==> config.mk <==
export PLATFORM = sky130hd
export DESIGN_NAME = priority_task_scheduler_unit_flat
export DESIGN_NICKNAME = d
export VERILOG_FILES = /design/src/sv/pst_pkg.sv /design/src/sv/pst_if.sv /design/src/sv/pst_task_cell.sv /design/src/sv/pst_sequencer.sv /design/src/sv/priority_task_scheduler_unit.sv /design/src/flat_wrapper.sv
export VERILOG_INCLUDE_DIRS = /design/src /design/src/sv
export SDC_FILE = /design/constraint.sdc
export NUM_CORES = 1
export LEC_CHECK = 0
export BUFFER_PORTS_ARGS = -buffer_cell sky130_fd_sc_hd__buf_2
export CORE_UTILIZATION = 35
export CTS_CLUSTER_DIAMETER = 60
export DETAILED_ROUTE_END_ITERATION = 6
export GPL_ROUTABILITY_DRIVEN = 0
export PLACE_DENSITY = 0.53
export SETUP_SLACK_MARGIN = 0.5
export SYNTH_ARGS = -nofsm -noshare
export SYNTH_HDL_FRONTEND = slang
export SYNTH_SLANG_ARGS = --single-unit
==> constraint.sdc <==
create_clock -name clock -period 5.9 [get_ports clock]
set_input_delay 0.59 -clock clock [delete_from_list [all_inputs] [get_ports clock]]
set_output_delay 0.59 -clock clock [all_outputs]
set_load 0.005 [all_outputs]
==> src/sv/priority_task_scheduler_unit_macros.svh <==
// assertion macros used by the scheduler rtl
`ifndef PRIORITY_TASK_SCHEDULER_UNIT_MACROS_SVH
`define PRIORITY_TASK_SCHEDULER_UNIT_MACROS_SVH

// antecedent holds, consequent holds in the next cycle
`define PST_ASSERT_NEXT(label, clk, rst, ante, cons) \
   label: assert property (@(posedge clk) disable iff (rst) (ante) |=> (cons)) \
      else $error("scheduler check failed: next-cycle property");

// condition never holds outside reset
`define PST_ASSERT_NEVER(label, clk, rst, cond) \
   label: assert property (@(posedge clk) disable iff (rst) !(cond)) \
      else $error("scheduler check failed: forbidden condition");

`endif

==> src/sv/pst_pkg.sv <==
// ----------------------------------------------------------------------------
// pst_pkg
// shared constants, codes and types of the priority task scheduler
// ----------------------------------------------------------------------------
`default_nettype none

package pst_pkg;

   localparam int MAX_TASKS = 8;
   localparam int TASK_W    = 3;
   localparam int PRIO_W    = 8;
   localparam int COUNT_W   = $clog2(MAX_TASKS + 1);
   localparam int MASK_W    = 8;
   localparam int ACTION_W  = 2;
   localparam int TICK_W    = 32;
   localparam int PRIOS_W   = 64;
   localparam int CSR_IDX_W = 1;
   localparam int CSR_W     = 64;

   localparam logic [PRIOS_W-1:0] PRIOS_RESET = PRIOS_W'(1282);
   localparam logic [3:0]         TASKS_RESET = 4'd2;

   localparam logic [ACTION_W-1:0] ACT_SCHEDULE = 2'd0;
   localparam logic [ACTION_W-1:0] ACT_DELAY    = 2'd1;
   localparam logic [ACTION_W-1:0] ACT_RELEASE  = 2'd2;

   localparam logic [CSR_IDX_W-1:0] CSR_PRIORITIES = 1'b0;
   localparam logic [CSR_IDX_W-1:0] CSR_TASKS      = 1'b1;

   typedef enum logic [1:0] {
      STAT_READY   = 2'd0,
      STAT_RUNNING = 2'd1,
      STAT_BLOCKED = 2'd2
   } status_type;

   typedef enum logic [2:0] {
      CELL_HOLD,
      CELL_WAKE,
      CELL_DELAY,
      CELL_RELEASE,
      CELL_RUN
   } cell_op_type;

   typedef enum logic [2:0] {
      SEQ_IDLE,
      SEQ_EXEC,
      SEQ_SCAN,
      SEQ_COMMIT,
      SEQ_REPORT
   } seq_state_type;

   typedef struct packed {
      cell_op_type         op;
      logic [TASK_W-1:0]   target;
      logic [TICK_W-1:0]   tick;
      logic [TICK_W-1:0]   wake;
      logic [COUNT_W-1:0]  count;
   } cell_ctrl_type;

   typedef struct packed {
      logic              found;
      logic [TASK_W-1:0] task_idx;
      logic [PRIO_W-1:0] prio;
   } cand_type;

endpackage

`default_nettype wire

==> src/sv/pst_if.sv <==
// ----------------------------------------------------------------------------
// pst_req_if / pst_rsp_if
// valid/ready channels for scheduler requests and responses
// ----------------------------------------------------------------------------
`default_nettype none

interface pst_req_if;
   logic                          valid;
   logic                          ready;
   logic [pst_pkg::ACTION_W-1:0]  action;
   logic [pst_pkg::TICK_W-1:0]    now;
   logic [pst_pkg::TICK_W-1:0]    delay_amount;

   modport source (output valid, output action, output now, output delay_amount,
                   input ready);
   modport sink   (input valid, input action, input now, input delay_amount,
                   output ready);
endinterface

interface pst_rsp_if;
   logic                         valid;
   logic                         ready;
   logic                         selected_valid;
   logic [pst_pkg::TASK_W-1:0]   selected_task;
   logic [pst_pkg::TASK_W-1:0]   running_index;
   logic [pst_pkg::MASK_W-1:0]   ready_mask;
   logic [pst_pkg::MASK_W-1:0]   blocked_mask;

   modport source (output valid, output selected_valid, output selected_task,
                   output running_index, output ready_mask, output blocked_mask,
                   input ready);
   modport sink   (input valid, input selected_valid, input selected_task,
                   input running_index, input ready_mask, input blocked_mask,
                   output ready);
endinterface

`default_nettype wire

==> src/sv/pst_task_cell.sv <==
// ----------------------------------------------------------------------------
// pst_task_cell
// one task slot: status, wake time and one stage of the priority scan chain
// ----------------------------------------------------------------------------
`default_nettype none

module pst_task_cell (
   input  wire logic                        clock,
   input  wire logic                        reset,
   input  wire logic [pst_pkg::TASK_W-1:0]  cell_index,
   input  wire logic [pst_pkg::PRIO_W-1:0]  prio,
   input  wire pst_pkg::cell_ctrl_type      ctrl,
   input  wire pst_pkg::cand_type           cand_in,
   output pst_pkg::cand_type                cand_out,
   output logic                             ready_flag,
   output logic                             blocked_flag
);
   import pst_pkg::*;

   status_type          status_ff, status_in;
   logic [TICK_W-1:0]   wake_ff, wake_in;
   cand_type            cand_ff, cand_in_next;
   logic                in_use;
   logic                targeted;

   assign in_use   = COUNT_W'(cell_index) < ctrl.count;
   assign targeted = in_use && (ctrl.target == cell_index);

   always_comb begin
      status_in = status_ff;
      wake_in   = wake_ff;
      case (ctrl.op)
         CELL_WAKE: begin
            if (in_use && status_ff == STAT_BLOCKED && ctrl.tick >= wake_ff) begin
               status_in = STAT_READY;
            end
         end
         CELL_DELAY: begin
            if (targeted) begin
               status_in = STAT_BLOCKED;
               wake_in   = ctrl.wake;
            end
         end
         CELL_RELEASE: begin
            if (targeted && status_ff == STAT_RUNNING) begin
               status_in = STAT_READY;
            end
         end
         CELL_RUN: begin
            if (targeted) begin
               status_in = STAT_RUNNING;
            end
         end
         default: begin
            status_in = status_ff;
         end
      endcase
   end

   // take over the candidate when ready and strictly better (lower index wins ties)
   always_comb begin
      cand_in_next = cand_in;
      if (ready_flag && (!cand_in.found || prio > cand_in.prio)) begin
         cand_in_next.found    = 1'b1;
         cand_in_next.task_idx = cell_index;
         cand_in_next.prio     = prio;
      end
   end

   always_ff @(posedge clock) begin
      if (reset) begin
         status_ff     <= STAT_READY;
         cand_ff.found <= 1'b0;
      end else begin
         status_ff     <= status_in;
         cand_ff.found <= cand_in_next.found;
      end
      wake_ff          <= wake_in;
      cand_ff.task_idx <= cand_in_next.task_idx;
      cand_ff.prio     <= cand_in_next.prio;
   end

   assign cand_out     = cand_ff;
   assign ready_flag   = in_use && status_ff == STAT_READY;
   assign blocked_flag = in_use && status_ff == STAT_BLOCKED;

endmodule

`default_nettype wire

==> src/sv/pst_sequencer.sv <==
// ----------------------------------------------------------------------------
// pst_sequencer
// item sequencing, cell commands, current task and response register
// ----------------------------------------------------------------------------
`default_nettype none

`include "priority_task_scheduler_unit_macros.svh"

module pst_sequencer (
   input  wire logic                          clock,
   input  wire logic                          reset,
   pst_req_if.sink                            req,
   pst_rsp_if.source                          rsp,
   input  wire logic [pst_pkg::COUNT_W-1:0]   task_count,
   input  wire pst_pkg::cand_type             cand_last,
   input  wire logic [pst_pkg::MAX_TASKS-1:0] ready_vec,
   input  wire logic [pst_pkg::MAX_TASKS-1:0] blocked_vec,
   output pst_pkg::cell_ctrl_type             cell_ctrl
);
   import pst_pkg::*;

   localparam logic [COUNT_W-1:0] SCAN_LAST = COUNT_W'(MAX_TASKS - 1);

   seq_state_type       state_ff, state_in;
   logic [COUNT_W-1:0]  scan_cnt_ff, scan_cnt_in;
   logic [ACTION_W-1:0] action_ff;
   logic [TICK_W-1:0]   now_ff;
   logic [TICK_W-1:0]   delay_ff;
   logic [TASK_W-1:0]   current_ff, current_in;
   logic                sel_valid_ff, sel_valid_in;
   logic [TASK_W-1:0]   sel_task_ff, sel_task_in;
   logic                rsp_valid_ff, rsp_valid_in;
   logic                rsp_load;
   logic                accept;

   assign accept   = req.valid && req.ready;
   assign rsp_load = (state_ff == SEQ_REPORT) && (!rsp_valid_ff || rsp.ready);

   // next state
   always_comb begin
      state_in = state_ff;
      case (state_ff)
         SEQ_IDLE:   if (accept) state_in = SEQ_EXEC;
         SEQ_EXEC:   state_in = (action_ff == ACT_SCHEDULE) ? SEQ_SCAN : SEQ_REPORT;
         SEQ_SCAN:   if (scan_cnt_ff == SCAN_LAST) state_in = SEQ_COMMIT;
         SEQ_COMMIT: state_in = SEQ_REPORT;
         SEQ_REPORT: if (rsp_load) state_in = SEQ_IDLE;
         default:    state_in = SEQ_IDLE;
      endcase
   end

   // outputs and cell commands
   always_comb begin
      req.ready        = 1'b0;
      cell_ctrl.op     = CELL_HOLD;
      cell_ctrl.target = current_ff;
      cell_ctrl.tick   = now_ff;
      cell_ctrl.wake   = now_ff + delay_ff;
      cell_ctrl.count  = task_count;
      case (state_ff)
         SEQ_IDLE: begin
            // no word taken while reset is high
            req.ready = !reset;
         end
         SEQ_EXEC: begin
            case (action_ff)
               ACT_SCHEDULE: cell_ctrl.op = CELL_WAKE;
               ACT_DELAY:    cell_ctrl.op = CELL_DELAY;
               ACT_RELEASE:  cell_ctrl.op = CELL_RELEASE;
               default:      cell_ctrl.op = CELL_HOLD;
            endcase
         end
         SEQ_COMMIT: begin
            cell_ctrl.target = cand_last.task_idx;
            if (cand_last.found) cell_ctrl.op = CELL_RUN;
         end
         default: begin
            cell_ctrl.op = CELL_HOLD;
         end
      endcase
   end

   always_comb begin
      scan_cnt_in  = (state_ff == SEQ_SCAN) ? scan_cnt_ff + COUNT_W'(1) : '0;
      current_in   = current_ff;
      sel_valid_in = sel_valid_ff;
      sel_task_in  = sel_task_ff;
      if (state_ff == SEQ_EXEC) begin
         sel_valid_in = 1'b0;
         sel_task_in  = '0;
      end
      if (state_ff == SEQ_COMMIT && cand_last.found) begin
         current_in   = cand_last.task_idx;
         sel_valid_in = 1'b1;
         sel_task_in  = cand_last.task_idx;
      end
      rsp_valid_in = rsp_valid_ff;
      if (rsp_load) rsp_valid_in = 1'b1;
      else if (rsp.ready) rsp_valid_in = 1'b0;
   end

   always_ff @(posedge clock) begin
      if (reset) begin
         state_ff     <= SEQ_IDLE;
         scan_cnt_ff  <= '0;
         current_ff   <= '0;
         rsp_valid_ff <= 1'b0;
      end else begin
         state_ff     <= state_in;
         scan_cnt_ff  <= scan_cnt_in;
         current_ff   <= current_in;
         rsp_valid_ff <= rsp_valid_in;
      end
      sel_valid_ff <= sel_valid_in;
      sel_task_ff  <= sel_task_in;
      if (accept) begin
         action_ff <= req.action;
         now_ff    <= req.now;
         delay_ff  <= req.delay_amount;
      end
      if (rsp_load) begin
         rsp.selected_valid <= sel_valid_ff;
         rsp.selected_task  <= sel_task_ff;
         rsp.running_index  <= current_ff;
         rsp.ready_mask     <= MASK_W'(ready_vec);
         rsp.blocked_mask   <= MASK_W'(blocked_vec);
      end
   end

   assign rsp.valid = rsp_valid_ff;

   `PST_ASSERT_NEXT(a_accept_exec, clock, reset, accept, state_ff == SEQ_EXEC)
   `PST_ASSERT_NEXT(a_scan_commit, clock, reset,
      state_ff == SEQ_SCAN && scan_cnt_ff == SCAN_LAST, state_ff == SEQ_COMMIT)
   `PST_ASSERT_NEXT(a_commit_current, clock, reset,
      state_ff == SEQ_COMMIT && cand_last.found,
      current_ff == $past(cand_last.task_idx) && sel_valid_ff)
   `PST_ASSERT_NEVER(a_masks_disjoint, clock, reset, (ready_vec & blocked_vec) != '0)

endmodule

`default_nettype wire

==> src/sv/priority_task_scheduler_unit.sv <==
// ----------------------------------------------------------------------------
// priority_task_scheduler_unit
// fixed-priority task scheduler with timed delay, built as a row of task cells
// ----------------------------------------------------------------------------
// usage:
//   req_ch carries one word per kernel event: action (schedule, delay,
//   release), the current tick and the delay amount. rsp_ch returns one word
//   per request: selection, current task and ready/blocked masks.
//   csr_we/csr_index/csr_wdata write task priorities (index 0) and the task
//   count (index 1); write only while no request is in flight.
// sequencing:
//   delay and release: the exec state drives the cell command, then the
//   report state loads the response register. schedule: wake pass, then
//   the best candidate ripples through the chain one cell per cycle, then
//   commit and report. a new request is taken only once the previous word
//   has been loaded into the response register.
// reset: all tasks ready, current task 0, priorities 0x0502, two tasks.
// stall: the response register holds a word while rsp_ch.ready is low; the
//   next request is still taken and waits for the register to free up.
// ----------------------------------------------------------------------------
`default_nettype none

module priority_task_scheduler_unit (
   input  wire logic                          clock,
   input  wire logic                          reset,
   pst_req_if.sink                            req_ch,
   pst_rsp_if.source                          rsp_ch,
   input  wire logic                          csr_we,
   input  wire logic [pst_pkg::CSR_IDX_W-1:0] csr_index,
   input  wire logic [pst_pkg::CSR_W-1:0]     csr_wdata
);
   import pst_pkg::*;

   // configuration registers
   logic [PRIOS_W-1:0]  prios_ff, prios_in;
   logic [3:0]          tasks_ff, tasks_in;
   logic [COUNT_W-1:0]  task_count;

   // chain wiring: entry 0 is an empty candidate
   cand_type            cand_chain [MAX_TASKS+1];
   cell_ctrl_type       cell_ctrl;
   logic [MAX_TASKS-1:0] ready_vec;
   logic [MAX_TASKS-1:0] blocked_vec;

   always_comb begin
      prios_in = prios_ff;
      tasks_in = tasks_ff;
      if (csr_we) begin
         case (csr_index)
            CSR_PRIORITIES: prios_in = csr_wdata[PRIOS_W-1:0];
            CSR_TASKS:      tasks_in = csr_wdata[3:0];
            default:        prios_in = prios_ff;
         endcase
      end
   end

   always_ff @(posedge clock) begin
      if (reset) begin
         prios_ff <= PRIOS_RESET;
         tasks_ff <= TASKS_RESET;
      end else begin
         prios_ff <= prios_in;
         tasks_ff <= tasks_in;
      end
   end

   // counts above the cell count saturate
   assign task_count = (tasks_ff > 4'(MAX_TASKS)) ? COUNT_W'(MAX_TASKS)
                                                  : COUNT_W'(tasks_ff);

   assign cand_chain[0] = '0;

   // one cell per task, candidate handed to the next cell every cycle
   for (genvar i = 0; i < MAX_TASKS; i++) begin : g_cell
      pst_task_cell u_cell (
         .clock        (clock),
         .reset        (reset),
         .cell_index   (TASK_W'(i)),
         .prio         (prios_ff[i*PRIO_W +: PRIO_W]),
         .ctrl         (cell_ctrl),
         .cand_in      (cand_chain[i]),
         .cand_out     (cand_chain[i+1]),
         .ready_flag   (ready_vec[i]),
         .blocked_flag (blocked_vec[i])
      );
   end

   pst_sequencer u_sequencer (
      .clock       (clock),
      .reset       (reset),
      .req         (req_ch),
      .rsp         (rsp_ch),
      .task_count  (task_count),
      .cand_last   (cand_chain[MAX_TASKS]),
      .ready_vec   (ready_vec),
      .blocked_vec (blocked_vec),
      .cell_ctrl   (cell_ctrl)
   );

endmodule

`default_nettype wire

==> src/flat_wrapper.sv <==
// flat-port wrapper written by rule: the top's interface ports become plain ports
module priority_task_scheduler_unit_flat import pst_pkg::*;
  (clock, reset, csr_we, csr_index, csr_wdata, req_ch_valid, req_ch_action, req_ch_now, req_ch_delay_amount, req_ch_ready, rsp_ch_valid, rsp_ch_selected_valid, rsp_ch_selected_task, rsp_ch_running_index, rsp_ch_ready_mask, rsp_ch_blocked_mask, rsp_ch_ready);
  pst_req_if req_ch_i ();
  pst_rsp_if rsp_ch_i ();
  input  wire logic clock;
  input  wire logic reset;
  input  wire logic csr_we;
  input  wire logic [pst_pkg::CSR_IDX_W-1:0] csr_index;
  input  wire logic [pst_pkg::CSR_W-1:0] csr_wdata;
  input wire logic [$bits(req_ch_i.valid)-1:0] req_ch_valid;
  input wire logic [$bits(req_ch_i.action)-1:0] req_ch_action;
  input wire logic [$bits(req_ch_i.now)-1:0] req_ch_now;
  input wire logic [$bits(req_ch_i.delay_amount)-1:0] req_ch_delay_amount;
  output wire logic [$bits(req_ch_i.ready)-1:0] req_ch_ready;
  output wire logic [$bits(rsp_ch_i.valid)-1:0] rsp_ch_valid;
  output wire logic [$bits(rsp_ch_i.selected_valid)-1:0] rsp_ch_selected_valid;
  output wire logic [$bits(rsp_ch_i.selected_task)-1:0] rsp_ch_selected_task;
  output wire logic [$bits(rsp_ch_i.running_index)-1:0] rsp_ch_running_index;
  output wire logic [$bits(rsp_ch_i.ready_mask)-1:0] rsp_ch_ready_mask;
  output wire logic [$bits(rsp_ch_i.blocked_mask)-1:0] rsp_ch_blocked_mask;
  input wire logic [$bits(rsp_ch_i.ready)-1:0] rsp_ch_ready;
  assign req_ch_i.valid = req_ch_valid;
  assign req_ch_i.action = req_ch_action;
  assign req_ch_i.now = req_ch_now;
  assign req_ch_i.delay_amount = req_ch_delay_amount;
  assign req_ch_ready = req_ch_i.ready;
  assign rsp_ch_valid = rsp_ch_i.valid;
  assign rsp_ch_selected_valid = rsp_ch_i.selected_valid;
  assign rsp_ch_selected_task = rsp_ch_i.selected_task;
  assign rsp_ch_running_index = rsp_ch_i.running_index;
  assign rsp_ch_ready_mask = rsp_ch_i.ready_mask;
  assign rsp_ch_blocked_mask = rsp_ch_i.blocked_mask;
  assign rsp_ch_i.ready = rsp_ch_ready;
  priority_task_scheduler_unit u_core (.clock(clock), .reset(reset), .req_ch(req_ch_i), .rsp_ch(rsp_ch_i), .csr_we(csr_we), .csr_index(csr_index), .csr_wdata(csr_wdata));
endmodule
Word-level counts from Yosys, hierarchy flattened
Cells that the tools add are included.
- bits in registers: 532
- input port bits: 136
- logic and storage cells: 316
- $add $sub $neg: 2
- $lt $le $gt $ge: 24
- equal/unequal tests: 69
- multiplexer cells: 63
- bitwise logic cells: 2
- reductions and logical operators: 101
- operators by type and width (cell ; number):
    >= comparator 32 bit ; 8
    two-way mux 12 bit ; 8
    != test 2 bit, second input constant ; 35
    two-way mux 2 bit ; 32
    case mux 2 bit (4 select lines) ; 8
    greater-than comparator 8 bit ; 7
    logical AND 1 bit ; 50
    AND reduction 5 bit ; 8
    adder 32 bit ; 1
    two-way mux 3 bit ; 8
    AND reduction 2 bit ; 10
    == test 2 x 1 -> 1 bit, second input constant ; 9
    == test 2 bit, second input constant ; 9
    == test 3 x 2 -> 1 bit, second input constant ; 6
    == test 3 bit, second input constant ; 6
    zero test 2 bit ; 9
    less-than comparator 3 x 4 -> 1 bit, first input constant ; 4
    case mux 3 bit (5 select lines) ; 1
    == test 3 x 1 -> 1 bit, second input constant ; 3
    zero test 1 bit ; 9
    logical OR 1 bit ; 8
    less-than comparator 1 x 4 -> 1 bit, first input constant ; 2
    less-than comparator 2 x 4 -> 1 bit, first input constant ; 2
    zero test 3 bit ; 2
    12 further kinds ; 16

Logic depth before layout (Yosys ltp)
- depth in word-level cells: 7
- mapped depth: 10
- gate-level depth less buffers: 10

Modules after synthesis
A second synthesis with hierarchy kept.
- cell total of the unflattened synthesis: 2601
- area total of the unflattened synthesis: 29432.0 µm²
- modules (own cells, without submodules) (module ; times used ; cells an instance ; area an instance (µm²) ; sequential area each (µm²)):
    pst_task_cell at u_core.g_cell[0].u_cell ... ; 6 ; 233 ; 2645.0 ; 1241.2
    pst_sequencer ; 1 ; 421 ; 5221.3 ; 3002.9
    priority_task_scheduler_unit ; 1 ; 309 ; 3037.9 ; 1361.3
    pst_task_cell at u_core.g_cell[7].u_cell ; 1 ; 239 ; 2656.3 ; 1241.2
    pst_task_cell at u_core.g_cell[2].u_cell ; 1 ; 234 ; 2646.3 ; 1241.2

Worst setup path before layout
OpenSTA, ideal clock, no wires.
- path kind: register to register
- start: reg u_core.u_sequencer.action_ff[1]
- end: reg u_core.g_cell[6].u_cell.wake_ff[0] (enable)
- arrival: 3.605 ns
- data required time: 5.439 ns
- path slack: 1.834 ns
- stages on the path, launching flop included: 7
- buffers on the path: 0
- clock period less this slack: 4.066 ns
- path through: edfxtp_1 > inv_1 > ha_1 > nand4bb_1 > nor3_1 > nand2_1 > nor3_1
- word-level cells in the longest chain between the ends: 5
- elaborated cells on any way between the ends: 7
- those cells by class: 3 x eq/ne; 2 x mux; 2 x reduce/logical
- RTL lines (element ; RTL line ; text):
    start: declaration ; pst_sequencer.sv:26 ; logic [ACTION_W-1:0] action_ff;
    start signal: assignment ; pst_sequencer.sv:117 ; action_ff <= req.action;
    == test 2 bit (tied with other cells) ; pst_sequencer.sv:66 ; case (action_ff)
    case mux 2 bit (3 select lines) * ; pst_sequencer.sv:66 ;
    case mux 3 bit (2 select lines) * ; pst_sequencer.sv:60 ; case (state_ff)
    == test 3 x 2 -> 1 bit * ; pst_task_cell.sv:32 ; case (ctrl.op)
    AND reduction 2 bit (no line) * ; -- ;
    end signal: assignment ; pst_task_cell.sv:78 ; wake_ff <= wake_in;
    end: declaration ; pst_task_cell.sv:21 ; logic [TICK_W-1:0] wake_ff, wake_in;
Every way passes the cells marked *; elsewhere a longest branch is shown, timed or not.
A chain may end at the register's enable or synchronous reset.

==> flow_metrics.py <==
metrics = {
    "run_status": {
        "status": "completed",
    },
    "grt": {
        "grt_max_degree": 67,
        "grtUsageTotal_pct": 18.1,
        "grt_pass1_wl_um": 107000,
        "gr-total-overflow": 0,
        "grt_pass1_vias": 18700,
        "antenna_found_initial": 3,
    },
    "sta": {
        "fin_setup_tns_ns": 0,
        "worst_clock_skew_ns": 0.0315,
        "maxSlewViolCount": 0,
        "tightest_slew_ns": 1.16,
        "relSlewSlack_pct": 22.7,
        "post-route-period-util_pct": 60.9,
        "rsz0062_at_grt": "false",
        "fin_hold_ws_ns": 0.151,
        "hold_viol": 0,
        "clock.fmax_mhz": 278,
        "finalSetupViolCount": 0,
        "period_minus_slack_ns": 3.59,
    },
    "synth": {
        "yosys-top-cells-area": "edfxtp_1 39%, ha_1 16%, dfxtp_1 13%, inv_1 4.9%, a21o_1 4.0%",
        "synth_top_family_by_area": "adder cells",
        "synth_compound_area_share_pct": 12.2,
        "synth_area_leader_cell": "edfxtp_1",
        "syn_inst": 2385,
        "synth.most_common_cell": "inv_1",
        "ys_types": 81,
        "synth-simple-area-share_pct": 10.0,
        "postSynthAreaPerCell_sq_um": 11.2,
        "synth_nets": 2868,
        "synth_mux_area_share_pct": 2.44,
        "synth_area_sq_mm": 0.0266,
        "synth-async-reset-ratio_pct": 0,
        "synth_ff_type": "edfxtp_1",
        "synth_fa_ha_area_share_pct": 16.3,
        "synth-seq-cells": 525,
        "synth_top_area_share_pct": 39.2,
        "ys_seq_area_share_pct": 52.5,
        "synth_edf_count": 348,
        "yosys-top-cells-count": "349 x inv_1, 348 x edfxtp_1, 346 x ha_1",
        "yosys_warnings": 0,
        "synth_xor_xnor_area_share_pct": 0.888,
    },
    "setup_path": {
        "cp_common_cell": "a21oi_1",
        "cpPeakStageDelay_ns": 0.65,
        "critPathKind": "register to register",
        "end_kind": "register",
        "path_cells": "ha_1 > and4_1 > nand3_1 > a21oi_1 > o2111a_1 > o21bai_1 > or4_1 > a21oi_1",
        "worstSetupStartpointType": "register",
        "crit_slowest_cell": "a21oi_1",
        "worstPathArrival_ns": 3.88,
        "cp_max_fo": 9,
        "cp.required_ns": 6.19,
        "r2r_cells": 8,
    },
    "cts": {
        "clk_pin_slew_ns": 0.06,
        "hold_buffers": 0,
        "htreeDepth": 3,
        "cts_num_sinks": 525,
        "post_cts_buffers": 0,
        "cts_buffer_depth": 3,
        "cts-root-buf": "clkbuf_16",
        "numCtsBuffers": 67,
        "cts_resized": 0,
        "cts_tree": "yes",
        "clk_latency_ns": 0.62,
    },
    "floorplanning": {
        "die-area_sq_mm": 0.0772,
        "core_sq_mm": 0.0748,
        "start_util_pct": 35.6,
        "die_h_um": 278,
        "rows": 100,
        "io_pins": 161,
        "die_w_um": 278,
    },
    "layout": {
        "syn2layout_area_growth_pct": 15.3,
        "final_cell_count_no_fill": 3609,
        "drive_above_1_share_pct": 13.7,
        "nFillCells": 7136,
        "fin_area_sq_mm": 0.0307,
        "fin_util_pct": 41.1,
        "num-nets-final": 3066,
    },
    "placement": {
        "hpwl_um": 50900,
        "placed_cells": 3483,
        "io_buffers": 160,
        "postPlaceCellArea_sq_mm": 0.0286,
    },
    "route": {
        "first_iter_violations": 1164,
        "wl_per_cell_um": 19.4,
        "drc": 0,
        "wl_met2_um": 31700,
        "vias": 18300,
        "wl_um": 70000,
        "top_layer": "met5",
        "firstDrtPassIters": 5,
        "ant_nets": 0,
        "wl_met3_um": 3570,
        "m1WireLength_um": 32800,
        "post_drt_via_cell_ratio": 5.07,
    },
    "power": {
        "p_per_area_mw_per_mm2": 294,
        "vdd_drop_max_uv": 201,
        "p_leak_nw": 13.6,
    },
    "hold_path": {
        "hold_path_depth": 1,
        "hp-class": "input pin to register",
    },
    "flow_run": {
        "drv_cap": 0,
    },
}
==> final timing paths <==
path | from | end | slack, ns
setup / recovery | u_core.u_sequencer.now_ff[8] | u_core.g_cell[1].u_cell.wake_ff[29] | 2.31
hold / removal | req_ch_now[1] | u_core.u_sequencer.now_ff[1] | 0.15
setup reg to reg | u_core.u_sequencer.now_ff[8] | u_core.g_cell[1].u_cell.wake_ff[29] | 2.31
hold reg to reg | u_core.g_cell[5].u_cell.cand_out[10] | u_core.g_cell[6].u_cell.cand_out[10] | 0.40
==> final cells by class <==
type,instances,area (sq um),share of cell area (%)
Antenna cell,3,7.51,0.0244
Clock buffer,88,1800,5.84
Clock inverter,35,304,0.989
Inverter,349,1310,4.26
Multi-Input combinational cell,1466,11200,36.4
Sequential cell,525,14000,45.5
Tap cell,969,1210,3.95
Timing Repair Buffer,174,908,2.96
==> state kept, by name (all words and copies together), names as in the netlist <==
register	flops
u_core.u_sequencer.rsp.blocked_mask	8
u_core.u_sequencer.delay_ff	32
u_core.u_sequencer.current_ff	3
u_core.g_cell.u_cell.cand_out	81
u_core.u_sequencer.rsp.valid	1
u_core.u_sequencer.sel_task_ff	3
u_core.g_cell.u_cell.status_ff	16
u_core.prios_ff	64
u_core.g_cell.u_cell.wake_ff	256
u_core.u_sequencer.rsp.selected_task	3
u_core.u_sequencer.sel_valid_ff	1
u_core.u_sequencer.action_ff	2
u_core.tasks_ff	4
u_core.u_sequencer.rsp.ready_mask	8
u_core.u_sequencer.rsp.selected_valid	1
u_core.u_sequencer.now_ff	32
u_core.u_sequencer.rsp.running_index	3
u_core.u_sequencer.state_ff	3
u_core.u_sequencer.scan_cnt_ff	4
==> cell families after synthesis <==
logic type	Yosys count
AND/OR/NAND/NOR	532
flip-flops	525
AO/OA/AOI/OAI	502
buffers and inverters	394
adder cells (fa/ha/maj)	347
multiplexers	58
XOR/XNOR	27
==> critical path: cells and delay by family (launching register included) <==
family / cells / cell delay [ns]
simple gates: 3 / 0.77
fa+ha+maj: 1 / 0.50
flops: 1 / 0.56
compound gates: 4 / 1.43
==> cells in the final DEF, fill, tap and decap left out, types with 66 or more instances in the layout <==
master and count:
a21o_1 142, a21oi_1 187, buf_2 159, clkbuf_16 67, dfxtp_1 177, edfxtp_1 348
ha_1 346, inv_1 349, nand2_1 189, nand4_1 66, nor2_1 80
==> where the power goes <==
part	switching [mW]	total, mW	internal, mW
sequential	0.109	4.25	4.14
combinational	0.545	0.910	0.366
clock	1.65	3.87	2.23
total	2.30	9.04	6.74
==> metal layers <==
layer,GRT usage [%],up-vias
li1,-,8939
met1,24.3,8844
met2,29.3,406
met3,3.67,113
met4,5.64,2
met5,0,-
==> through the flow <==
step,power [mW],setup slack [ns]
finish,9.04,2.31
global route,9.42,2.17
CTS,9.16,2.38
detailed placement,5.24,2.39
global placement,5.22,2.45
floorplan,4.90,1.83
Power figures use the tool's default switching activity.
